$ cat src/scfm_pkg.sv
// Shared types, constants and sine lookup for the selcall tone sequence FM modulator.
package scfm_pkg;

  typedef enum logic [1:0] {
    MODE_TICK       = 2'd0,
    MODE_LOAD_DIGIT = 2'd1,
    MODE_LOAD_TONE  = 2'd2,
    MODE_START      = 2'd3
  } mode_t;

  typedef enum logic [1:0] {
    REG_TONE_STEPS    = 2'd0,
    REG_SILENCE_STEPS = 2'd1,
    REG_FM_GAIN       = 2'd2
  } reg_idx_t;

  localparam logic [15:0] SPT_RESET       = 16'd30720;
  localparam logic [15:0] SILENCE_RESET   = 16'd3072;
  localparam logic [11:0] GAIN_RESET      = 12'd853;
  localparam logic [7:0]  END_DIGIT       = 8'hFF;
  localparam logic [7:0]  CARRIER_QUARTER = 8'd64;

  localparam int PHASE_W  = 26;
  localparam int SINE_LSB = 18;
  localparam int DELTA_W  = 20;

  // Command from the input channel to the sequencer, valid only on acceptance.
  typedef struct packed {
    logic       tick;
    logic       start;
    logic       dig_wr;
    logic [4:0] slot;
    logic [7:0] digit;
  } seq_cmd_t;

  // Per-tick control result produced by the sequencer.
  typedef struct packed {
    logic       tone_adv;
    logic       carrier_en;
    logic       running;
    logic       advanced;
    logic [4:0] digits_done;
    logic       finished;
    logic [3:0] tone_idx;
  } tick_info_t;

  localparam logic [7:0] QUARTER_SINE [65] = '{
    8'd0,   8'd3,   8'd6,   8'd9,   8'd12,  8'd16,  8'd19,  8'd22,
    8'd25,  8'd28,  8'd31,  8'd34,  8'd37,  8'd40,  8'd43,  8'd46,
    8'd49,  8'd51,  8'd54,  8'd57,  8'd60,  8'd63,  8'd65,  8'd68,
    8'd71,  8'd73,  8'd76,  8'd78,  8'd81,  8'd83,  8'd85,  8'd88,
    8'd90,  8'd92,  8'd94,  8'd96,  8'd98,  8'd100, 8'd102, 8'd104,
    8'd106, 8'd107, 8'd109, 8'd111, 8'd112, 8'd113, 8'd115, 8'd116,
    8'd117, 8'd118, 8'd120, 8'd121, 8'd122, 8'd122, 8'd123, 8'd124,
    8'd125, 8'd125, 8'd126, 8'd126, 8'd126, 8'd127, 8'd127, 8'd127,
    8'd127
  };

  // Full-cycle signed sine from a quarter-wave table.
  function automatic logic signed [7:0] sine_lut(input logic [7:0] k);
    logic [6:0] addr;
    logic [7:0] mag;
    addr = k[6] ? (7'd64 - {1'b0, k[5:0]}) : {1'b0, k[5:0]};
    mag  = QUARTER_SINE[addr];
    return k[7] ? $signed(-mag) : $signed(mag);
  endfunction

endpackage

$ cat src/scfm_seq.sv
// Tone sequencer: control state, digit store with prefetch of the next digit.
module scfm_seq
  import scfm_pkg::*;
#(
  parameter int MESSAGE_SLOTS = 21,
  parameter int TONE_DIVIDE   = 5
) (
  input  logic       clk,
  input  logic       rst_n,
  input  seq_cmd_t   cmd,
  input  logic [15:0] tone_steps,
  input  logic [15:0] silence_steps,
  output tick_info_t info
);

  localparam int         DAW      = $clog2(MESSAGE_SLOTS);
  localparam logic [4:0] SLOTS5   = 5'(MESSAGE_SLOTS);
  localparam logic [2:0] DIV_LAST = 3'(TONE_DIVIDE - 1);

  logic [7:0]  dig_mem [MESSAGE_SLOTS];

  logic [2:0]  div_r, div_nxt;
  logic        silent_r, silent_nxt;
  logic        active_r, active_nxt;
  logic [15:0] step_r, step_nxt;
  logic [4:0]  ptr_r, ptr_nxt;
  logic [3:0]  cur_r, cur_nxt;
  logic [7:0]  pf_r;

  logic [4:0]     ptr_inc;
  logic           wr_en;
  logic [DAW-1:0] rd_idx;
  logic           fwd;

  assign ptr_inc = ptr_r + 5'd1;
  assign wr_en   = cmd.dig_wr && (cmd.slot < SLOTS5);
  assign rd_idx  = (ptr_nxt < SLOTS5) ? ptr_nxt[DAW-1:0] : '0;
  assign fwd     = wr_en && (cmd.slot == ptr_nxt);

  always_comb begin
    div_nxt    = div_r;
    silent_nxt = silent_r;
    active_nxt = active_r;
    step_nxt   = step_r;
    ptr_nxt    = ptr_r;
    cur_nxt    = cur_r;
    info       = '0;
    if (cmd.start) begin
      ptr_nxt    = '0;
      cur_nxt    = '0;
      step_nxt   = tone_steps;
      silent_nxt = 1'b1;
      active_nxt = 1'b1;
    end else if (cmd.tick && active_r) begin
      if (div_r >= DIV_LAST) begin
        div_nxt = '0;
        if (silent_r) begin
          if (step_r >= silence_steps) begin
            silent_nxt = 1'b0;
            step_nxt   = tone_steps;
          end else begin
            step_nxt = step_r + 16'd1;
          end
        end else begin
          info.tone_adv = 1'b1;
          if (step_r >= tone_steps) begin
            // fetch the prefetched digit; end on the stop digit or past the last slot
            cur_nxt  = pf_r[3:0];
            ptr_nxt  = ptr_inc;
            step_nxt = '0;
            if (pf_r == END_DIGIT || ptr_inc >= SLOTS5) begin
              active_nxt    = 1'b0;
              info.finished = 1'b1;
              info.tone_adv = 1'b0;
            end else begin
              info.advanced = 1'b1;
            end
          end else begin
            step_nxt = step_r + 16'd1;
          end
        end
      end else begin
        div_nxt = div_r + 3'd1;
      end
    end
    info.carrier_en  = active_nxt && !silent_nxt;
    info.running     = active_nxt;
    info.digits_done = ptr_nxt;
    info.tone_idx    = cur_nxt;
  end

  always_ff @(posedge clk) begin
    if (!rst_n) begin
      div_r    <= '0;
      silent_r <= 1'b1;
      active_r <= 1'b0;
      step_r   <= '0;
      ptr_r    <= '0;
      cur_r    <= '0;
    end else begin
      div_r    <= div_nxt;
      silent_r <= silent_nxt;
      active_r <= active_nxt;
      step_r   <= step_nxt;
      ptr_r    <= ptr_nxt;
      cur_r    <= cur_nxt;
    end
  end

  // Digit store: one write port, one read port tracking the next pointer.
  always_ff @(posedge clk) begin
    if (wr_en) begin
      dig_mem[cmd.slot[DAW-1:0]] <= cmd.digit;
    end
  end

  // Forward a same-cycle write so the prefetch always matches the store.
  always_ff @(posedge clk) begin
    pf_r <= fwd ? cmd.digit : dig_mem[rd_idx];
  end

endmodule

$ cat src/selcall_tone_sequence_fm_modulator_unit.sv
// Top level of the selcall tone sequence FM modulator: ports, config, FM datapath pipeline.
// A tick transaction passes stages 1 to 4 and then the output register before its result shows on out_*.
// Throughput: one transaction per cycle while in_ready is high; load and start transactions give no result.
// The output register and per-stage valid bits let input accept while a result waits.
// Reset (synchronous, rst_n low): sequencer idle, accumulators and counters zero,
// config at defaults; digit and tone stores hold undefined data until loaded.
module selcall_tone_sequence_fm_modulator_unit
  import scfm_pkg::*;
#(
  parameter int MESSAGE_SLOTS = 21,
  parameter int TONE_DIVIDE   = 5,
  parameter int TONE_COUNT    = 16
) (
  input  logic               clk,
  input  logic               rst_n,
  input  logic               in_valid,
  output logic               in_ready,
  input  logic [1:0]         in_mode,
  input  logic [4:0]         in_slot,
  input  logic [25:0]        in_load_value,
  output logic               out_valid,
  input  logic               out_ready,
  output logic signed [7:0]  out_i_sample,
  output logic signed [7:0]  out_q_sample,
  output logic               out_running,
  output logic               out_digit_advanced,
  output logic [4:0]         out_digits_done,
  output logic               out_finished,
  input  logic               cfg_psel,
  input  logic               cfg_penable,
  input  logic               cfg_pwrite,
  input  logic [3:0]         cfg_paddr,
  input  logic [31:0]        cfg_pwdata,
  output logic [31:0]        cfg_prdata,
  output logic               cfg_pready
);

  localparam int         TAW  = $clog2(TONE_COUNT);
  localparam logic [4:0] TC5  = 5'(TONE_COUNT);

  // ---------------------------------------------------------------------------
  // Configuration registers (the user writes them only while idle; the block itself does not enforce this)
  // ---------------------------------------------------------------------------
  logic [15:0] spt_r;
  logic [15:0] silence_r;
  logic [11:0] gain_r;
  logic        cfg_wr;
  reg_idx_t    cfg_idx;

  assign cfg_pready = 1'b1;
  assign cfg_wr     = cfg_psel && cfg_penable && cfg_pwrite;
  assign cfg_idx    = reg_idx_t'(cfg_paddr[3:2]);

  always_ff @(posedge clk) begin
    if (!rst_n) begin
      spt_r     <= SPT_RESET;
      silence_r <= SILENCE_RESET;
      gain_r    <= GAIN_RESET;
    end else if (cfg_wr) begin
      case (cfg_idx)
        REG_TONE_STEPS:    spt_r     <= cfg_pwdata[15:0];
        REG_SILENCE_STEPS: silence_r <= cfg_pwdata[15:0];
        REG_FM_GAIN:       gain_r    <= cfg_pwdata[11:0];
        default: ;
      endcase
    end
  end

  always_comb begin
    case (cfg_idx)
      REG_TONE_STEPS:    cfg_prdata = {16'd0, spt_r};
      REG_SILENCE_STEPS: cfg_prdata = {16'd0, silence_r};
      REG_FM_GAIN:       cfg_prdata = {20'd0, gain_r};
      default:           cfg_prdata = '0;
    endcase
  end

  // ---------------------------------------------------------------------------
  // Pipeline flow control: each stage advances when it is empty or the stage
  // after it advances, so bubbles collapse and input keeps flowing behind a
  // stalled output register.
  // ---------------------------------------------------------------------------
  logic s1_v_r, s2_v_r, s3_v_r, s4_v_r, out_v_r;
  logic en1, en2, en3, en4, en_out;

  assign en_out   = !out_v_r || out_ready;
  assign en4      = !s4_v_r || en_out;
  assign en3      = !s3_v_r || en4;
  assign en2      = !s2_v_r || en3;
  assign en1      = !s1_v_r || en2;
  assign in_ready = en1;
  assign out_valid = out_v_r;

  logic accept;
  logic tick_acc;

  assign accept   = in_valid && in_ready;
  assign tick_acc = accept && (in_mode == MODE_TICK);

  // ---------------------------------------------------------------------------
  // Stage 0: sequencer updates its control state on acceptance
  // ---------------------------------------------------------------------------
  seq_cmd_t   cmd;
  tick_info_t info;

  always_comb begin
    cmd        = '0;
    cmd.tick   = tick_acc;
    cmd.start  = accept && (in_mode == MODE_START);
    cmd.dig_wr = accept && (in_mode == MODE_LOAD_DIGIT);
    cmd.slot   = in_slot;
    cmd.digit  = in_load_value[7:0];
  end

  scfm_seq #(
    .MESSAGE_SLOTS (MESSAGE_SLOTS),
    .TONE_DIVIDE   (TONE_DIVIDE)
  ) u_seq (
    .clk           (clk),
    .rst_n         (rst_n),
    .cmd           (cmd),
    .tone_steps    (spt_r),
    .silence_steps (silence_r),
    .info          (info)
  );

  // ---------------------------------------------------------------------------
  // Tone increment table: written by load transactions, read once per tick
  // at acceptance with the digit index the tick leaves behind.
  // ---------------------------------------------------------------------------
  logic [25:0]    tone_mem [TONE_COUNT];
  logic [25:0]    tone_rd_r;
  logic           tone_wr;
  logic           idx_oob;
  logic [TAW-1:0] tone_rd_idx;

  assign tone_wr     = accept && (in_mode == MODE_LOAD_TONE) && (in_slot < TC5);
  assign idx_oob     = {1'b0, info.tone_idx} >= TC5;
  assign tone_rd_idx = idx_oob ? '0 : info.tone_idx[TAW-1:0];

  always_ff @(posedge clk) begin
    if (tone_wr) begin
      tone_mem[in_slot[TAW-1:0]] <= in_load_value;
    end
  end

  // Read register holds while stage 1 is stalled: it loads only on a tick.
  always_ff @(posedge clk) begin
    if (tick_acc) begin
      tone_rd_r <= tone_mem[tone_rd_idx];
    end
  end

  // ---------------------------------------------------------------------------
  // Stage registers
  // ---------------------------------------------------------------------------
  tick_info_t s1_info_r, s2_info_r, s3_info_r, s4_info_r;
  logic       s1_oob_r;

  logic [PHASE_W-1:0] tone_acc_r, tone_acc_nxt;
  logic [PHASE_W-1:0] carrier_acc_r, carrier_acc_nxt;
  logic signed [DELTA_W-1:0] delta_r, delta_nxt;
  logic signed [7:0]  tone_sine;
  logic signed [DELTA_W-1:0] gain_s;
  logic [25:0]        tone_inc;
  logic signed [7:0]  i_nxt, q_nxt;

  // Stage 1 -> 2: advance the tone phase by the table increment.
  assign tone_inc     = s1_oob_r ? '0 : tone_rd_r;
  assign tone_acc_nxt = s1_info_r.tone_adv ? (tone_acc_r + tone_inc) : tone_acc_r;

  // Stage 2 -> 3: tone sine times gain gives the carrier phase step.
  assign tone_sine = sine_lut(tone_acc_r[PHASE_W-1:SINE_LSB]);
  assign gain_s    = $signed({8'd0, gain_r});
  assign delta_nxt = $signed(DELTA_W'(tone_sine)) * gain_s;

  // Stage 3 -> 4: accumulate the carrier phase while a tone is on air.
  assign carrier_acc_nxt = s3_info_r.carrier_en
                         ? (carrier_acc_r + unsigned'(PHASE_W'(delta_r)))
                         : carrier_acc_r;

  // Stage 4 -> out: cosine and sine of the carrier phase, zero when silent.
  always_comb begin
    if (s4_info_r.carrier_en) begin
      i_nxt = sine_lut(carrier_acc_r[PHASE_W-1:SINE_LSB] + CARRIER_QUARTER);
      q_nxt = sine_lut(carrier_acc_r[PHASE_W-1:SINE_LSB]);
    end else begin
      i_nxt = '0;
      q_nxt = '0;
    end
  end

  // Valid bits and phase accumulators
  always_ff @(posedge clk) begin
    if (!rst_n) begin
      s1_v_r        <= 1'b0;
      s2_v_r        <= 1'b0;
      s3_v_r        <= 1'b0;
      s4_v_r        <= 1'b0;
      out_v_r       <= 1'b0;
      tone_acc_r    <= '0;
      carrier_acc_r <= '0;
    end else begin
      if (en1)    s1_v_r  <= tick_acc;
      if (en2)    s2_v_r  <= s1_v_r;
      if (en3)    s3_v_r  <= s2_v_r;
      if (en4)    s4_v_r  <= s3_v_r;
      if (en_out) out_v_r <= s4_v_r;
      if (en2 && s1_v_r) tone_acc_r    <= tone_acc_nxt;
      if (en4 && s3_v_r) carrier_acc_r <= carrier_acc_nxt;
    end
  end

  // Payload registers
  always_ff @(posedge clk) begin
    if (tick_acc) begin
      s1_info_r <= info;
      s1_oob_r  <= idx_oob;
    end
    if (en2 && s1_v_r) s2_info_r <= s1_info_r;
    if (en3 && s2_v_r) begin
      s3_info_r <= s2_info_r;
      delta_r   <= delta_nxt;
    end
    if (en4 && s3_v_r) s4_info_r <= s3_info_r;
    if (en_out && s4_v_r) begin
      out_i_sample       <= i_nxt;
      out_q_sample       <= q_nxt;
      out_running        <= s4_info_r.running;
      out_digit_advanced <= s4_info_r.advanced;
      out_digits_done    <= s4_info_r.digits_done;
      out_finished       <= s4_info_r.finished;
    end
  end

endmodule

$ cat config.mk
export PLATFORM = sky130hd
export DESIGN_NAME = selcall_tone_sequence_fm_modulator_unit
export DESIGN_NICKNAME = d
export VERILOG_FILES = /design/src/scfm_pkg.sv /design/src/scfm_seq.sv /design/src/selcall_tone_sequence_fm_modulator_unit.sv
export SDC_FILE = /design/constraint.sdc
export NUM_CORES = 2
export LEC_CHECK = 0
export ABC_AREA = 1
export BUFFER_PORTS_ARGS = -buffer_cell sky130_fd_sc_hd__buf_2
export CORE_MARGIN = 2
export CORE_UTILIZATION = 65
export CTS_CLUSTER_SIZE = 14
export DETAILED_ROUTE_END_ITERATION = 10
export PLACE_DENSITY_LB_ADDON = 0.12
export SYNTH_ARGS = -nofsm -noshare
export SYNTH_HDL_FRONTEND = slang
export SYNTH_HIERARCHICAL = 1
export SYNTH_SLANG_ARGS = --single-unit
$ cat constraint.sdc
create_clock -name clk -period 18.5 [get_ports clk]
set_clock_uncertainty 0.15 [all_clocks]
set_input_delay 2.775 -clock clk [delete_from_list [all_inputs] [get_ports clk]]
set_output_delay 2.775 -clock clk [all_outputs]
set_load 0.005 [all_outputs]
==> impl_metrics.env <==
export IMPL_cpMaxStageDelayCell="buf_4"
export IMPL_vdd_drop_max_uv=102
export IMPL_path_clk_slew_ps=60
export IMPL_place_hpwl_um=61400
export IMPL_p_leak_nw=18.9
export IMPL_required_ps=18740
export IMPL_min_period_over_period_pct=45.1
export IMPL_cts_buffers=86
export IMPL_worstReg2RegEnd="delta_r[19]"
export IMPL_synth_area_um2=43000
export IMPL_grt_usage_pct=28.9
export IMPL_dr_pass1_iters=6
export IMPL_dieArea_um2=68300
export IMPL_grt_max_degree=84
export IMPL_timing_fmax_mhz=120
export IMPL_synth_cells=4345
export IMPL_ant_nets=0
export IMPL_stdcell_count=5326
export IMPL_post_cts_resized=0
export IMPL_crit_type="input port to flop"
export IMPL_clockRootBuffer="clkbuf_16"
export IMPL_final_seq_area_um2=23500
export IMPL_maxCapViolations=0
export IMPL_start_util_pct=65.6
export IMPL_h_tree_depth=3
export IMPL_clk_path_buf_depth=3
export IMPL_layout_drive_gt1_share_pct=8.38
export IMPL_hp_class="flop to flop"
export IMPL_insertion_delay_ps=650
export IMPL_cts_tree="built"
export IMPL_io_buffers=99
export IMPL_worstHoldStart="s3_info_r[4]"
export IMPL_finalSetupTns_ps=0
export IMPL_cp_max_fo=83
export IMPL_nNetsFinal=4691
export IMPL_gp_congestion=0.924
export IMPL_synth_warnings=6
export IMPL_grt_overflow=0
export IMPL_critPathMaxStageDelay_ps=840
export IMPL_cts_setup_buffers=0
export IMPL_met3WireLength_um=7230
export IMPL_ys_flop_type="edfxtp_1"
export IMPL_nFillCells=4845
export IMPL_worstReg2RegStart="tone_acc_r[18]"
export IMPL_critPathLaunchType="input port"
export IMPL_max_slew_margin_rel_pct=19.0
export IMPL_crit_arrival_ps=8580
export IMPL_m1WireLength_um=41100
export IMPL_rows=94
export IMPL_antenna_found_initial=2
export IMPL_critPathLaunch="out_ready"
export IMPL_finalPower_mw=3.98
export IMPL_setup_viol=0
export IMPL_layout_commonest_cell="edfxtp_1"
export IMPL_holdBufCountCts=0
export IMPL_syn2layout_area_growth_pct=9.30
export IMPL_grt_setup_unrepaired="no"
export IMPL_met2_length_um=48400
export IMPL_slew_viol_final=0
export IMPL_status="complete, no violations"
export IMPL_powerDensity_nw_per_um2=84.6
export IMPL_drtIter0Drc=3190
export IMPL_r2r_slack_ps=10440
export IMPL_rr_worst_depth=41
export IMPL_whs_path_depth=0
export IMPL_synth_cell_types=59
export IMPL_drc=0
export IMPL_die_w_um=261
export IMPL_synth_edf_count=691
export IMPL_routed_wl_um=100000
export IMPL_top_layer="met5"
export IMPL_ys_ff_latch=830
export IMPL_final_cell_mix="691 x edfxtp_1, 653 x nand2_1, 583 x inv_1"
export IMPL_grt_pass1_wl_um=154000
export IMPL_post_place_cells=5166
export IMPL_finalHoldViolations=0
export IMPL_chipHeight_um=261
export IMPL_seq_area_frac_synth_pct=54.7
export IMPL_post_drt_wl_per_cell_um=18.8
export IMPL_grt_pass1_vias=29200
export IMPL_ys_async_sr_fraction_pct=0
export IMPL_num_io_pins=135
export IMPL_via_count=31200
export IMPL_multi_input_area_um2=16500
export IMPL_avgSynthCellArea_um2=9.91
export IMPL_cts_sinks=830
export IMPL_period_needed_ps=8340
export IMPL_tightest_slew_ps=1210
export IMPL_hold_path_end="s4_info_r[4]"
export IMPL_avgViaCountPerCell=5.85
export IMPL_core_area_um2=65600
export IMPL_worstSetupEndpointType="flop"
[kinds of logic (layout without fill, tap and decap cells)]
kind of cell    Yosys count  count (layout)  share of synthesized area, %
compound gates          857             857                          11.7
xor+xnor                 64              64                          1.30
fa+ha+maj               225             225                          7.64
buf+inv                 798             899                          7.49
flops                   830             830                          54.7
mux                     105             105                          2.44
other cells               2              18                        0.0174
simple gates           1464            1464                          14.8
[registers in the layout, indices dropped and copies added (netlist names), 10 cells and up]
register,count
s1_info_r,10
tone_rd_r,26
u_seq/step_r,16
spt_r,16
tone_acc_r,26
delta_r,20
u_seq/dig_mem,168
silence_r,16
tone_mem,416
gain_r,12
carrier_acc_r,26
[synthesized netlist by cell type (63+ instances only)]
cell type	n	share of area (%)
a21oi_1	299	3.5
clkbuf_1	103	0.90
dfxtp_1	139	6.5
edfxtp_1	691	48
fa_1	63	2.9
ha_1	162	4.7
inv_1	584	5.1
mux2i_1	105	2.4
nand2_1	653	5.7
nand3_1	323	3.8
nor2_1	326	2.8
o211ai_1	156	2.7
o21ai_0	270	3.1
[through the flow]
step | utilization, % | setup slack (ps) | hold slack (ps) | area (um^2)
after floorplan | - | 9450 | 250 | 43100
after global placement | 67.3 | 9660 | 251 | 44100
after detailed placement | 67.3 | 9550 | 255 | 44100
after CTS | 71.7 | 10180 | 267 | 47000
after global routing | 71.7 | 9520 | 273 | 47000
final | 71.7 | 10160 | 267 | 47000
[area by class of cell]
class	count	share of cell area, %
Antenna cell	1	0.00532
Clock inverter	51	1.20
Timing Repair Buffer	135	1.63
Sequential cell	830	50.0
Clock buffer	108	4.95
Multi-Input combinational cell	2732	35.1
Tap cell	864	2.30
Inverter	605	4.83
[report_power, final]
| part | internal (mW) | leakage (nW) | total [mW] | switching [mW] |
|---|---|---|---|---|
| Sequential | 2.03 | 7.36 | 2.04 | 0.00725 |
| Combinational | 0.0599 | 10.2 | 0.194 | 0.134 |
| Clock | 1.01 | 1.39 | 1.75 | 0.733 |
[critical path, delay by kind of cell]
| kind | cells | cell delay [ps] |
|---|---|---|
| buffers and inverters | 12 | 3540 |
| AO/OA/AOI/OAI | 4 | 630 |
| AND/OR/NAND/NOR | 13 | 1520 |
[per-layer routing]
metal	global-route usage (%)	vias to the layer above
met5	0	-
met4	10.5	2
met3	4.57	223
met2	48.7	1191
met1	38.3	14700
li1	-	15000
[worst max path at each step]
stage | to | slack (ps) | cells past startpoint
after floorplan | tone_rd_r[22] | 9450 | 28
after global placement | tone_rd_r[19] | 9660 | 29
after detailed placement | tone_rd_r[18] | 9550 | 29
after CTS | tone_rd_r[18] | 10180 | 29
after global routing | tone_rd_r[18] | 9520 | 29
final | tone_rd_r[18] | 10160 | 29
Power figures use the tool's default switching activity.
